$ cat src/hdl/ps2mt_pkg.sv
`default_nettype none
package ps2mt_pkg;

  localparam int COORD_BITS = 12;
  localparam int SIZE_W     = 13;
  localparam int DECIM_W    = 8;
  localparam int BYTE_W     = 8;
  localparam int BTN_W      = 3;
  localparam int WIDE_W     = ((COORD_BITS > SIZE_W) ? COORD_BITS : SIZE_W) + 2;

  localparam int CFG_IDX_W  = 2;
  localparam int CFG_DATA_W = SIZE_W;

  localparam logic [CFG_IDX_W-1:0] CFG_SCREEN_WIDTH  = 2'd0;
  localparam logic [CFG_IDX_W-1:0] CFG_SCREEN_HEIGHT = 2'd1;
  localparam logic [CFG_IDX_W-1:0] CFG_DECIMATION    = 2'd2;

  localparam logic [SIZE_W-1:0]  RST_SCREEN_WIDTH  = 13'd80;
  localparam logic [SIZE_W-1:0]  RST_SCREEN_HEIGHT = 13'd25;
  localparam logic [DECIM_W-1:0] RST_DECIMATION    = 8'd1;

  localparam int HDR_ALWAYS_ONE_BIT = 3;
  localparam int HDR_X_OVF_BIT      = 6;
  localparam int HDR_Y_OVF_BIT      = 7;

  localparam logic [DECIM_W-1:0] TALLY_MAX = {DECIM_W{1'b1}};

  localparam int RES_BITS = BTN_W + 2 * BYTE_W + 2 * COORD_BITS + 1;
  localparam int M_DATA_W = ((RES_BITS + 7) / 8) * 8;
  localparam int S_DATA_W = BYTE_W;

  typedef enum logic [1:0] {
    PH_HEADER = 2'd0,
    PH_X      = 2'd1,
    PH_Y      = 2'd2
  } phase_t;

  typedef struct packed {
    logic                  moved;
    logic [COORD_BITS-1:0] pointer_y;
    logic [COORD_BITS-1:0] pointer_x;
    logic [BYTE_W-1:0]     delta_y;
    logic [BYTE_W-1:0]     delta_x;
    logic [BTN_W-1:0]      button_bits;
  } result_t;

endpackage
`default_nettype wire

$ cat src/hdl/ps2mt_clamp.sv
`default_nettype none
module ps2mt_clamp (
  input  wire logic [ps2mt_pkg::COORD_BITS-1:0] cursor,
  input  wire logic signed [ps2mt_pkg::BYTE_W-1:0] delta,
  input  wire logic                             negate,
  input  wire logic                             apply,
  input  wire logic [ps2mt_pkg::SIZE_W-1:0]     size,
  output logic      [ps2mt_pkg::COORD_BITS-1:0] cursor_next
);
  import ps2mt_pkg::*;

  localparam logic signed [WIDE_W-1:0] COORD_MAX_W =
    WIDE_W'((1 << COORD_BITS) - 1);

  logic signed [WIDE_W-1:0] base;
  logic signed [WIDE_W-1:0] step;
  logic signed [WIDE_W-1:0] sum;
  logic signed [WIDE_W-1:0] lim_raw;
  logic signed [WIDE_W-1:0] lim;
  logic signed [WIDE_W-1:0] clamped;

  always_comb begin
    base    = signed'({{(WIDE_W-COORD_BITS){1'b0}}, cursor});
    step    = WIDE_W'(delta);
    sum     = apply ? (negate ? base - step : base + step) : base;
    lim_raw = signed'({{(WIDE_W-SIZE_W){1'b0}}, size}) - WIDE_W'(1);
    priority if (size == '0) begin
      lim = '0;
    end else if (lim_raw > COORD_MAX_W) begin
      lim = COORD_MAX_W;
    end else begin
      lim = lim_raw;
    end
    priority if (sum < 0) begin
      clamped = '0;
    end else if (sum > lim) begin
      clamped = lim;
    end else begin
      clamped = sum;
    end
    cursor_next = clamped[COORD_BITS-1:0];
  end

endmodule
`default_nettype wire

$ cat src/hdl/ps2_mouse_packet_tracker_core.sv
// Channel   Dir  Handshake           Payload
// s_*       in   s_tvalid/s_tready   s_tdata: rx_byte
// m_*       out  m_tvalid/m_tready   m_tdata: packet result
// cfg_*     in   cfg_we              cfg_index, cfg_data
//
// One byte per cycle while s_tready is high; an overflow-free packet's result appears the cycle after its third byte.
// Throughput is set by the single output register: it refills while it drains.
// Reset clears phase, cursor, tally, output valid and loads default settings.
// s_tready drops only while a result waits and m_tready is low.
`default_nettype none
module ps2_mouse_packet_tracker_core (
  input  wire logic                             clk,
  input  wire logic                             rst,
  input  wire logic                             s_tvalid,
  output logic                                  s_tready,
  input  wire logic [ps2mt_pkg::S_DATA_W-1:0]   s_tdata,   // [7:0] rx_byte
  output logic                                  m_tvalid,
  input  wire logic                             m_tready,
  // [2:0] button_bits, [10:3] delta_x, [18:11] delta_y, [30:19] pointer_x,
  // [42:31] pointer_y, [43] moved, [47:44] zero
  output logic      [ps2mt_pkg::M_DATA_W-1:0]   m_tdata,
  input  wire logic                             cfg_we,
  input  wire logic [ps2mt_pkg::CFG_IDX_W-1:0]  cfg_index,
  input  wire logic [ps2mt_pkg::CFG_DATA_W-1:0] cfg_data
);
  import ps2mt_pkg::*;

  logic [SIZE_W-1:0]     screen_width;
  logic [SIZE_W-1:0]     screen_height;
  logic [DECIM_W-1:0]    decimation_count;

  phase_t                phase;
  phase_t                phase_next;
  logic [BYTE_W-1:0]     header_byte;
  logic [BYTE_W-1:0]     x_byte;
  logic [COORD_BITS-1:0] cursor_col;
  logic [COORD_BITS-1:0] cursor_row;
  logic [DECIM_W-1:0]    packet_tally;

  logic [COORD_BITS-1:0] cursor_col_next;
  logic [COORD_BITS-1:0] cursor_row_next;
  logic [DECIM_W-1:0]    tally_inc;
  logic [DECIM_W-1:0]    tally_next;
  logic                  accept;
  logic                  overflow;
  logic                  packet_done;
  logic                  apply;
  logic                  out_valid;
  result_t               res;
  result_t               res_next;

  assign accept      = s_tvalid && s_tready;
  assign s_tready    = !out_valid || m_tready;
  assign overflow    = header_byte[HDR_X_OVF_BIT] || header_byte[HDR_Y_OVF_BIT];
  assign packet_done = accept && (phase == PH_Y) && !overflow;

  always_ff @(posedge clk) begin
    if (rst) begin
      screen_width     <= RST_SCREEN_WIDTH;
      screen_height    <= RST_SCREEN_HEIGHT;
      decimation_count <= RST_DECIMATION;
    end else if (cfg_we) begin
      unique case (cfg_index)
        CFG_SCREEN_WIDTH:  screen_width     <= cfg_data;
        CFG_SCREEN_HEIGHT: screen_height    <= cfg_data;
        CFG_DECIMATION:    decimation_count <= cfg_data[DECIM_W-1:0];
        default: ;
      endcase
    end
  end

  always_comb begin
    phase_next = phase;
    if (accept) begin
      unique case (phase)
        PH_X:    phase_next = PH_Y;
        PH_Y:    phase_next = PH_HEADER;
        default: phase_next = s_tdata[HDR_ALWAYS_ONE_BIT] ? PH_X : PH_HEADER;
      endcase
    end
  end

  always_comb begin
    tally_inc = (packet_tally == TALLY_MAX) ? TALLY_MAX : packet_tally + DECIM_W'(1);
    apply     = tally_inc >= decimation_count;
    tally_next = apply ? '0 : tally_inc;
  end

  ps2mt_clamp u_clamp_col (
    .cursor      (cursor_col),
    .delta       (signed'(x_byte)),
    .negate      (1'b0),
    .apply       (apply),
    .size        (screen_width),
    .cursor_next (cursor_col_next)
  );

  ps2mt_clamp u_clamp_row (
    .cursor      (cursor_row),
    .delta       (signed'(s_tdata)),
    .negate      (1'b1),
    .apply       (apply),
    .size        (screen_height),
    .cursor_next (cursor_row_next)
  );

  always_comb begin
    res_next.button_bits = header_byte[BTN_W-1:0];
    res_next.delta_x     = x_byte;
    res_next.delta_y     = s_tdata;
    res_next.pointer_x   = cursor_col_next;
    res_next.pointer_y   = cursor_row_next;
    res_next.moved       = apply;
  end

  always_ff @(posedge clk) begin
    if (rst) begin
      phase        <= PH_HEADER;
      header_byte  <= '0;
      x_byte       <= '0;
      cursor_col   <= '0;
      cursor_row   <= '0;
      packet_tally <= '0;
    end else begin
      phase <= phase_next;
      if (accept && (phase != PH_X) && (phase != PH_Y)) begin
        header_byte <= s_tdata;
      end
      if (accept && (phase == PH_X)) begin
        x_byte <= s_tdata;
      end
      if (packet_done) begin
        cursor_col   <= cursor_col_next;
        cursor_row   <= cursor_row_next;
        packet_tally <= tally_next;
      end
    end
  end

  always_ff @(posedge clk) begin
    if (rst) begin
      out_valid <= 1'b0;
    end else if (packet_done) begin
      out_valid <= 1'b1;
    end else if (m_tready) begin
      out_valid <= 1'b0;
    end
  end

  always_ff @(posedge clk) begin
    if (packet_done) begin
      res <= res_next;
    end
  end

  assign m_tvalid = out_valid;
  assign m_tdata  = {{(M_DATA_W-RES_BITS){1'b0}}, res};

  a_packet_yields_result: assert property (@(posedge clk) disable iff (rst)
    packet_done |=> m_tvalid)
    else $error("completed packet did not produce a result");

  a_tally_holds_off_packet: assert property (@(posedge clk) disable iff (rst)
    (accept && phase != PH_Y) |=> $stable(packet_tally) && $stable(cursor_col))
    else $error("tally or cursor changed outside a completed packet");

  a_moved_clears_tally: assert property (@(posedge clk) disable iff (rst)
    (packet_done && apply) |=> (packet_tally == '0) && m_tdata[RES_BITS-1])
    else $error("applied movement did not clear tally or flag moved");

  a_overflow_drops: assert property (@(posedge clk) disable iff (rst)
    (accept && phase == PH_Y && overflow && !m_tready && out_valid) |=>
      $stable(res))
    else $error("overflow packet disturbed a pending result");

endmodule
`default_nettype wire
$ cat config.mk
export PLATFORM = sky130hd
export DESIGN_NAME = ps2_mouse_packet_tracker_core
export DESIGN_NICKNAME = d
export VERILOG_FILES = /design/src/hdl/ps2mt_pkg.sv /design/src/hdl/ps2mt_clamp.sv /design/src/hdl/ps2_mouse_packet_tracker_core.sv
export SDC_FILE = /design/constraint.sdc
export NUM_CORES = 1
export LEC_CHECK = 0
export ABC_AREA = 1
export BUFFER_PORTS_ARGS = -buffer_cell sky130_fd_sc_hd__buf_4
export CORE_MARGIN = 2
export CORE_UTILIZATION = 52
export CTS_CLUSTER_SIZE = 8
export DETAILED_ROUTE_END_ITERATION = 10
export PLACE_DENSITY = 0.71
export REMOVE_ABC_BUFFERS = 1
export SLEW_MARGIN = 20
export SYNTH_ARGS = -nofsm -noshare
export SYNTH_HDL_FRONTEND = slang
export SYNTH_SLANG_ARGS = --single-unit
$ cat constraint.sdc
create_clock -name clk -period 10.8 [get_ports clk]
set_input_delay 1.08 -clock clk [delete_from_list [all_inputs] [get_ports clk]]
set_output_delay 1.08 -clock clk [all_outputs]
set_load 0.05 [all_outputs]
==> results of run 1 <==
## critical path, delay by kind of cell (launching register included)
family	cells	cell delay (ns)
adder cells (fa/ha/maj)	3	0.80
flip-flops	1	0.34
AO/OA/AOI/OAI	5	0.62
AND/OR/NAND/NOR	21	2.47
buffers and inverters	5	0.92
## cell usage in the layout, fill, tap and decap left out, types with 22 or more instances in the layout
cell type  synthesis  routed
nand2_1          197     197
inv_1            170     170
o21ai_0          107     107
a21oi_1           95      95
nand3_1           85      85
dfxtp_1           82      82
buf_4              5      75
ha_1              65      65
nor2_1            60      60
edfxtp_1          44      44
nand2_2           22      22
## cells by family after synthesis
logic type	synth area share (%)
and+or+nand+nor	24.5
AOI/OAI and AO/OA	16.3
buffers and inverters	10.3
DFF	36.0
adders and majority gates	10.4
xor gates and xnor gates	2.34
other	0.0913
muxes	0.122
## routing by layer
layer / track usage (%) / vias up / wire length [um]
met5: 0 / - / 0
met4: 7.15 / 0 / 271
met3: 4.59 / 24 / 825
met2: 36.8 / 166 / 8310
met1: 33.6 / 3277 / 9620
li1: - / 3770 / -
## state kept, by name, indices dropped and copies added, names as in the netlist, 5 cells and up
signal            flops
cursor_col           12
cursor_row           12
decimation_count      8
header_byte           5
m_tdata              44
packet_tally          8
screen_height        13
screen_width         13
x_byte                8
## area by class of cell
class                   instances  area (um2)
repair buffers                 76         574
multi-input cells             768        4440
fillers                      1437        5860
clock buffers                  19         433
clock inverters                13         140
inverters                     171         642
flip-flops and latches        126        2960
well taps                     211         264
## how the worst min path moves through the flow
stage / slack [ns] / from / depth (start not counted) / endpoint
floorplan: 0.41 / header_byte[0]$_SDFFE_PP0P_ / 0 / m_tdata[0]$_DFFE_PP_
global placement: 0.42 / header_byte[2]$_SDFFE_PP0P_ / 0 / m_tdata[2]$_DFFE_PP_
detailed placement: 0.42 / header_byte[1]$_SDFFE_PP0P_ / 0 / m_tdata[1]$_DFFE_PP_
CTS: 0.43 / header_byte[1]$_SDFFE_PP0P_ / 0 / m_tdata[1]$_DFFE_PP_
global route: 0.45 / header_byte[1]$_SDFFE_PP0P_ / 0 / m_tdata[1]$_DFFE_PP_
finish: 0.44 / header_byte[2]$_SDFFE_PP0P_ / 0 / m_tdata[2]$_DFFE_PP_
## metrics by stage
| stage | power, uW | cell area, um2 | cells | TNS [ns] | hold WS [ns] |
|---|---|---|---|---|---|
| after global routing | 1620 | 9460 | 1384 | 0 | 0.448 |
| after CTS | 1540 | 9450 | 1384 | 0 | 0.432 |
| after detailed placement | 974 | 8880 | 1352 | 0 | 0.416 |
| after floorplan | 867 | 8040 | 1065 | -18.55 | 0.409 |
| final | 1530 | 9460 | 1384 | 0 | 0.436 |
| after global placement | 967 | 8880 | 1352 | 0 | 0.417 |
## cells in the mapped netlist (all sizes together) (12+ instances only)
master	instances
nand2	223
inv	171
o21ai	110
a21oi	105
nand3	99
dfxtp	82
nor2	69
ha	65
edfxtp	44
clkbuf	28
xor2	17
buf	14
nor3	12
## power by group through the flow
| stage | clock network [uW] | registers [uW] | logic, uW |
|---|---|---|---|
| 3_5_place_dp | 0 | 542 | 432 |
| 4_1_cts | 567 | 532 | 437 |
| 6_report | 560 | 532 | 439 |
| 2_1_floorplan | 0 | 549 | 318 |
| 5_1_grt | 590 | 533 | 501 |
| 3_3_place_gp | 0 | 542 | 426 |
==> summary.txt, run 1 <==
Clocking
  • Skew-Pair Late Insertion Delay: between 0.4 and 0.5 ns
  • Num CTS Buffers: 17
  • H-tree levels: 4
  • CTS clk-pin slew, worst paths: 0.06 ns
  • CTS root buf: clkbuf_16
  • Post-CTS resize count: 0
  • Post-CTS Setup Inserts: 0
  • CTS tree: built
  • Clk sinks: 126
  • Longest Clk Path Bufs: 2
  • Post-CTS Hold Fix Bufs: 0

STA
  • Clock Skew: 0.00801 ns
  • RSZ-0062 raised after global routing: no
  • Max-slew violations: 0
  • Slew HR: 45.5%
  • Final hold vios: 0
  • Final critical-path setup slack: around 5.4 ns
  • Least-Margin Pin Slew: 0.818 ns
  • Setup violations, final: 0
  • Final Critical Period: between 5 and 6 ns
  • Max Clock Freq: ~180 MHz
  • Fin crit share: approximately 50%

Global routing
  • GR Overflow Total: 0
  • Overall Global Routing Usage: a little under a quarter
  • Initial antenna violation count: 0
  • First-pass GRT wire length: about 32000 um
  • Largest net degree at the start of global routing: around 110
  • Vias in the first global route: roughly 6700

Power
  • Combinational power share: approximately 29%
  • Sw Share: roughly a third
  • Internal Dissipation: around 1000 uW
  • PD cells: 162 mW/mm2
  • Max IR drop VDD: approximately 0.12 mV
  • Pleak: about 0.0045 uW
  • Clock share of power: 36.6%
  • Sequential Power Share: 34.7%
  • Switching pwr: around 530 uW

Floorplan
  • Die height: around 130 um
  • Die Area: 0.0168 mm2
  • Core Area: roughly 0.015 mm2
  • Cell row count: 45
  • Io pins: 78
  • Die X: 130 um
  • Initial core utilization: between 50% and 60%

Logic synthesis
  • Synth top area share: 20.0%
  • Post-synth EDFFs: 44
  • Sequential element share of the synthesized area: approximately 36%
  • YS warnings: 0
  • Cell taking the most area after synthesis: dfxtp_1
  • Dominant synthesized flop cell: dfxtp_1
  • Synthesized area per cell: 7.46 um2
  • Synth area leaders: dfxtp_1, edfxtp_1, ha_1
  • Cells after synthesis: ~1100
  • Number of library cell types mapped by synthesis: between 40 and 50
  • FF+latch count, synth: about 130
  • Synth async-reset ratio: 0%
  • Syn Std Cell Area: 0.00823 mm2

Detailed routing
  • 1st-pass router iterations: 5
  • Via/cell ratio: between 5 and 6
  • Final wirelength: 19000 um
  • Iter 0 DRT Violations: 556
  • DR DRC count: 0
  • Post-DRT Antenna Nets: 0
  • Avg WL per Cell: 13.7 um
  • DR vias: about 7200

Worst setup path
  • Setup slack, reg-to-reg: 5.37 ns
  • Critical Path Fanout Max: 49
  • Worst EP required: 10.97 ns
  • Worst Setup SP: packet_tally[0]$_SDFFE_PP0P_
  • Arrival @ worst endpoint: approximately 5.6 ns
  • Critical Path Sink Type: flip-flop
  • Reg2reg start: packet_tally[0]$_SDFFE_PP0P_
  • Crit Path Category: flip-flop to flip-flop
  • CP dominant cell by count: nand2_1
  • Worst setup endpoint: m_tdata[42]$_DFFE_PP_
  • Critical Path Max Stage Delay: 0.39 ns
  • Worst reg2reg path endpoint: m_tdata[42]$_DFFE_PP_
  • Crit start category: flip-flop
  • Slowest-stage cell, CP: buf_4
  • Reg2Reg Depth: 34

Hold path
  • HP Class: flip-flop to flip-flop

Cells and area
  • Fin nets: around 1300
  • Share of layout cells above drive strength 1: 15.3%
  • Diode count: 0
  • Area Overhead vs Synth: 14.9%
  • Fin util: between 60% and 70%

Place
  • # port buffers: 73
  • DP Wirelength: around 14000 um
  • Pre-CTS WS: around 5.5 ns
  • Placer Congestion: 0.952

Run
  • Maxcap violations: 0

Outcome
  • Status: complete, no violations
(Power assumes the default switching activity.)
==> run 2: changes to the inputs <==
ABC_AREA = 0   (was 1)
PLACE_DENSITY = 0.74   (was 0.71)
clock period = 4.8 ns   (was 10.8 ns; I/O delays follow)
==> summary.txt, run 2 <==
Outcome
  • Status: complete, but fails checks
  • Failing checks: setup timing

Clocking
  • Longest Clk Path Bufs: 2
  • CTS root buf: clkbuf_16
  • CTS tree: built
  • Clk sinks: 126
  • Num CTS Buffers: 17
  • H-tree levels: 4
  • CTS clk-pin slew, worst paths: 0.06 ns
  • Skew-Pair Late Insertion Delay: roughly 0.42 ns

Place
  • Placer Congestion: approximately 0.9
  • # port buffers: between 70 and 80
  • Pre-CTS WS: -0.254 ns
  • DP Wirelength: 15400 um

Worst setup path
  • Arrival @ worst endpoint: between 4 and 5 ns
  • Worst EP required: 4.97 ns
  • Crit start category: flip-flop
  • CP dominant cell by count: buf_4
  • Slowest-stage cell, CP: a222oi_1
  • Critical Path Sink Type: flip-flop
  • Critical Path Max Stage Delay: 0.38 ns
  • Critical Path Fanout Max: 11
  • Worst path cell trace: ha_2 > buf_4 > nor2b_2 > a41oi_2 > ha_1 > and2_4 > a221oi_4 > o21a_4 > buf_4 > clkbuf_16 > buf_4 > nor2_2 > ha_1 > and3_1 > nand4_1 > nor3_1 > nor2b_1 > a222oi_1 > o21ai_2 > buf_4 > mux2_1 > nor2b_1
  • Crit Path Category: flip-flop to flip-flop

STA
  • Final critical-path setup slack: -0.00227 ns
  • Fin crit share: 100%
  • Fin Setup TNS: -0.00227 ns
  • Setup violations, final: 1
  • Max Clock Freq: roughly 210 MHz
  • Clock Skew: between 0.009 and 0.01 ns
  • Final Critical Period: just under 5 ns
  • RSZ-0062 raised after global routing: yes
  • Max-slew violations: 0
  • Final hold vios: 0
  • Least-Margin Pin Slew: around 0.94 ns
  • Slew HR: between 30 and 40%

Logic synthesis
  • Cells after synthesis: 960
  • Synth area leaders: dfxtp_1, edfxtp_1, ha_1
  • Synth async-reset ratio: 0%
  • Sequential element share of the synthesized area: between 30% and 40%
  • Dominant synthesized flop cell: dfxtp_1
  • YS warnings: 0
  • Number of library cell types mapped by synthesis: 75
  • Synthesized area per cell: around 8.4 um2
  • Synth top cells by count: nand2_1, a21oi_1, dfxtp_1, nor2_1, ha_1
  • Post-synth EDFFs: 44
  • FF+latch count, synth: roughly 130
  • Syn Std Cell Area: roughly 0.008 mm2
  • Count leader, synth: nand2_1
  • Synth top area share: 20.2%
  • Cell taking the most area after synthesis: dfxtp_1

Cells and area
  • Fin nets: about 1200
  • Fillers: around 1200
  • Area Overhead vs Synth: 28.7%
  • Diode count: 0
  • Commonest non-fill, non-tap cells in the layout: buf_4, nand2_1, a21oi_1
  • Share of layout cells above drive strength 1: around a quarter
  • Most common cell after layout, fill and taps aside: buf_4
  • Number of flip-flops in the largest register: between 40 and 50

Detailed routing
  • DR DRC count: 0
  • Final wirelength: between 20000 and 25000 um
  • Post-DRT Antenna Nets: 0
  • DR vias: roughly 7600
  • Avg WL per Cell: 16.7 um
  • 1st-pass router iterations: 6
  • Iter 0 DRT Violations: a little under 500
  • Via/cell ratio: around 5.8

Power
  • Tot Pwr: ~3100 uW
  • Max IR drop VDD: approximately 0.23 mV
  • Sw Share: between 20 and 30%
  • Combinational power share: between 20% and 30%
  • Pleak: 0.00450 uW
  • Clock share of power: approximately two fifths
  • PD cells: between 200 and 300 mW/mm2
  • Sequential Power Share: between 30% and 40%
  • Switching pwr: approximately 870 uW
  • Internal Dissipation: roughly 2200 uW

Floorplan
  • Initial core utilization: between 50 and 60%
  • Core Area: 0.0152 mm2
  • Io pins: just under 80
  • Die Area: roughly 0.017 mm2
  • Die X: 129 um
  • Die height: between 100 and 150 um
  • Cell row count: 45

Global routing
  • Global route hottest layer: met2
  • Met1 usage: 34.4%
  • Overall Global Routing Usage: 25.5%
  • First-pass GRT wire length: 33700 um
  • Vias in the first global route: ~7000
  • Largest net degree at the start of global routing: 61
  • Met3 usage: slightly below 4%
  • GRT met2 Usage: approximately 42%
  • Initial antenna violation count: 0
  • GR Overflow Total: 0

Hold path
  • HP Class: input pin to flip-flop

Run
  • Maxcap violations: 0
-- run 2: changes by cell type after synthesis, moves of 12 or more --
| cell | before | now |
|---|---|---|
| nand3_2 | 14 | 0 |
| nor2b_1 | 0 | 20 |
| nand2_1 | 197 | 115 |
| o21ai_0 | 107 | 39 |
| mux2i_1 | 1 | 24 |
| xnor2_1 | 5 | 18 |
| nor2_1 | 60 | 82 |
| or3_1 | 0 | 13 |
| nand2_2 | 22 | 0 |
| nand3_1 | 85 | 19 |
| nand2b_1 | 0 | 12 |
| inv_1 | 170 | 60 |
-- run 2: kinds of logic (layout without fill, tap and decap cells) --
logic type               Yosys count  count (layout)  share of synthesized area, %
buffers and inverters            111             270                          5.61
AO/OA/AOI/OAI                    254             254                          20.1
flip-flops                       126             126                          36.5
other                              2               6                        0.0926
AND/OR/NAND/NOR                  340             340                          20.2
multiplexers                      27              27                          3.42
adder cells (fa/ha/maj)           67              67                          10.5
XOR/XNOR                          33              33                          3.56
-- run 2: power groups by stage --
stage	registers [uW]	clock network, uW	logic, uW
after floorplan	1180	0	331
after global placement	1170	0	570
after detailed placement	1170	0	578
after CTS	1150	1290	598
after global routing	1160	1340	751
final	1150	1280	689
-- run 2: routing by layer --
| layer | wire length [um] | part of all wire (%) | up-vias |
|---|---|---|---|
| li1 | - | - | 3751 |
| met3 | 1270 | 5.8 | 24 |
| met5 | 0 | 0 | - |
| met4 | 269 | 1.2 | 0 |
| met2 | 10400 | 48 | 268 |
| met1 | 9880 | 45 | 3526 |
-- run 2: stage by stage --
step | cells | utilization (%) | hold slack (ns) | cell area (um2)
global route | 1311 | 68.7 | 0.243 | 10400
global placement | 1264 | 61.5 | 0.414 | 9360
floorplan | 914 | - | 0.408 | 7900
detailed placement | 1264 | 61.5 | 0.418 | 9360
finish | 1311 | 68.7 | 0.253 | 10400
CTS | 1300 | 65.9 | 0.243 | 10000
-- run 2: area by class of cell --
class / instances / area [um2] / share of cell area [%]
Timing Repair inverter: 1 / 8.76 / 0.0839
Inverter: 61 / 241 / 2.31
Sequential cell: 126 / 2970 / 28.4
Multi-Input combinational cell: 727 / 5030 / 48.2
Clock buffer: 27 / 536 / 5.13
Tap cell: 188 / 235 / 2.25
Timing Repair Buffer: 176 / 1370 / 13.1
Clock inverter: 5 / 51.3 / 0.491
-- run 2: path summary, 6_finish.rpt --
path,start,endpoint,slack [ns],cells after the start
hold reg to reg,header_byte[1]$_SDFFE_PP0P_,m_tdata[1]$_DFFE_PP_,0.43,0
setup / recovery,packet_tally[0]$_SDFFE_PP0P_,m_tdata[26]$_DFFE_PP_,-0.002,22
setup reg to reg,packet_tally[0]$_SDFFE_PP0P_,m_tdata[26]$_DFFE_PP_,-0.002,22
hold / removal,s_tdata[2],m_tdata[13]$_DFFE_PP_,0.25,1
-- run 2: timing repair --
action / 4_1_cts / 5_1_grt
hold buffers: 0 / 0
gates cloned: 0 / 2
setup endpoints to repair: 44 / 48
buffers inserted: 4 / 10
gates resized for setup: 11 / 71
pin swaps: 2 / 18
-- run 2: worst max-delay path: cells and delay by family, from the launching register on --
kind | cells | cell delay, ns
flops | 1 | 0.32
buf+inv | 5 | 0.75
simple gates | 8 | 1.06
fa+ha+maj | 3 | 0.83
compound gates | 5 | 1.26
mux | 1 | 0.32
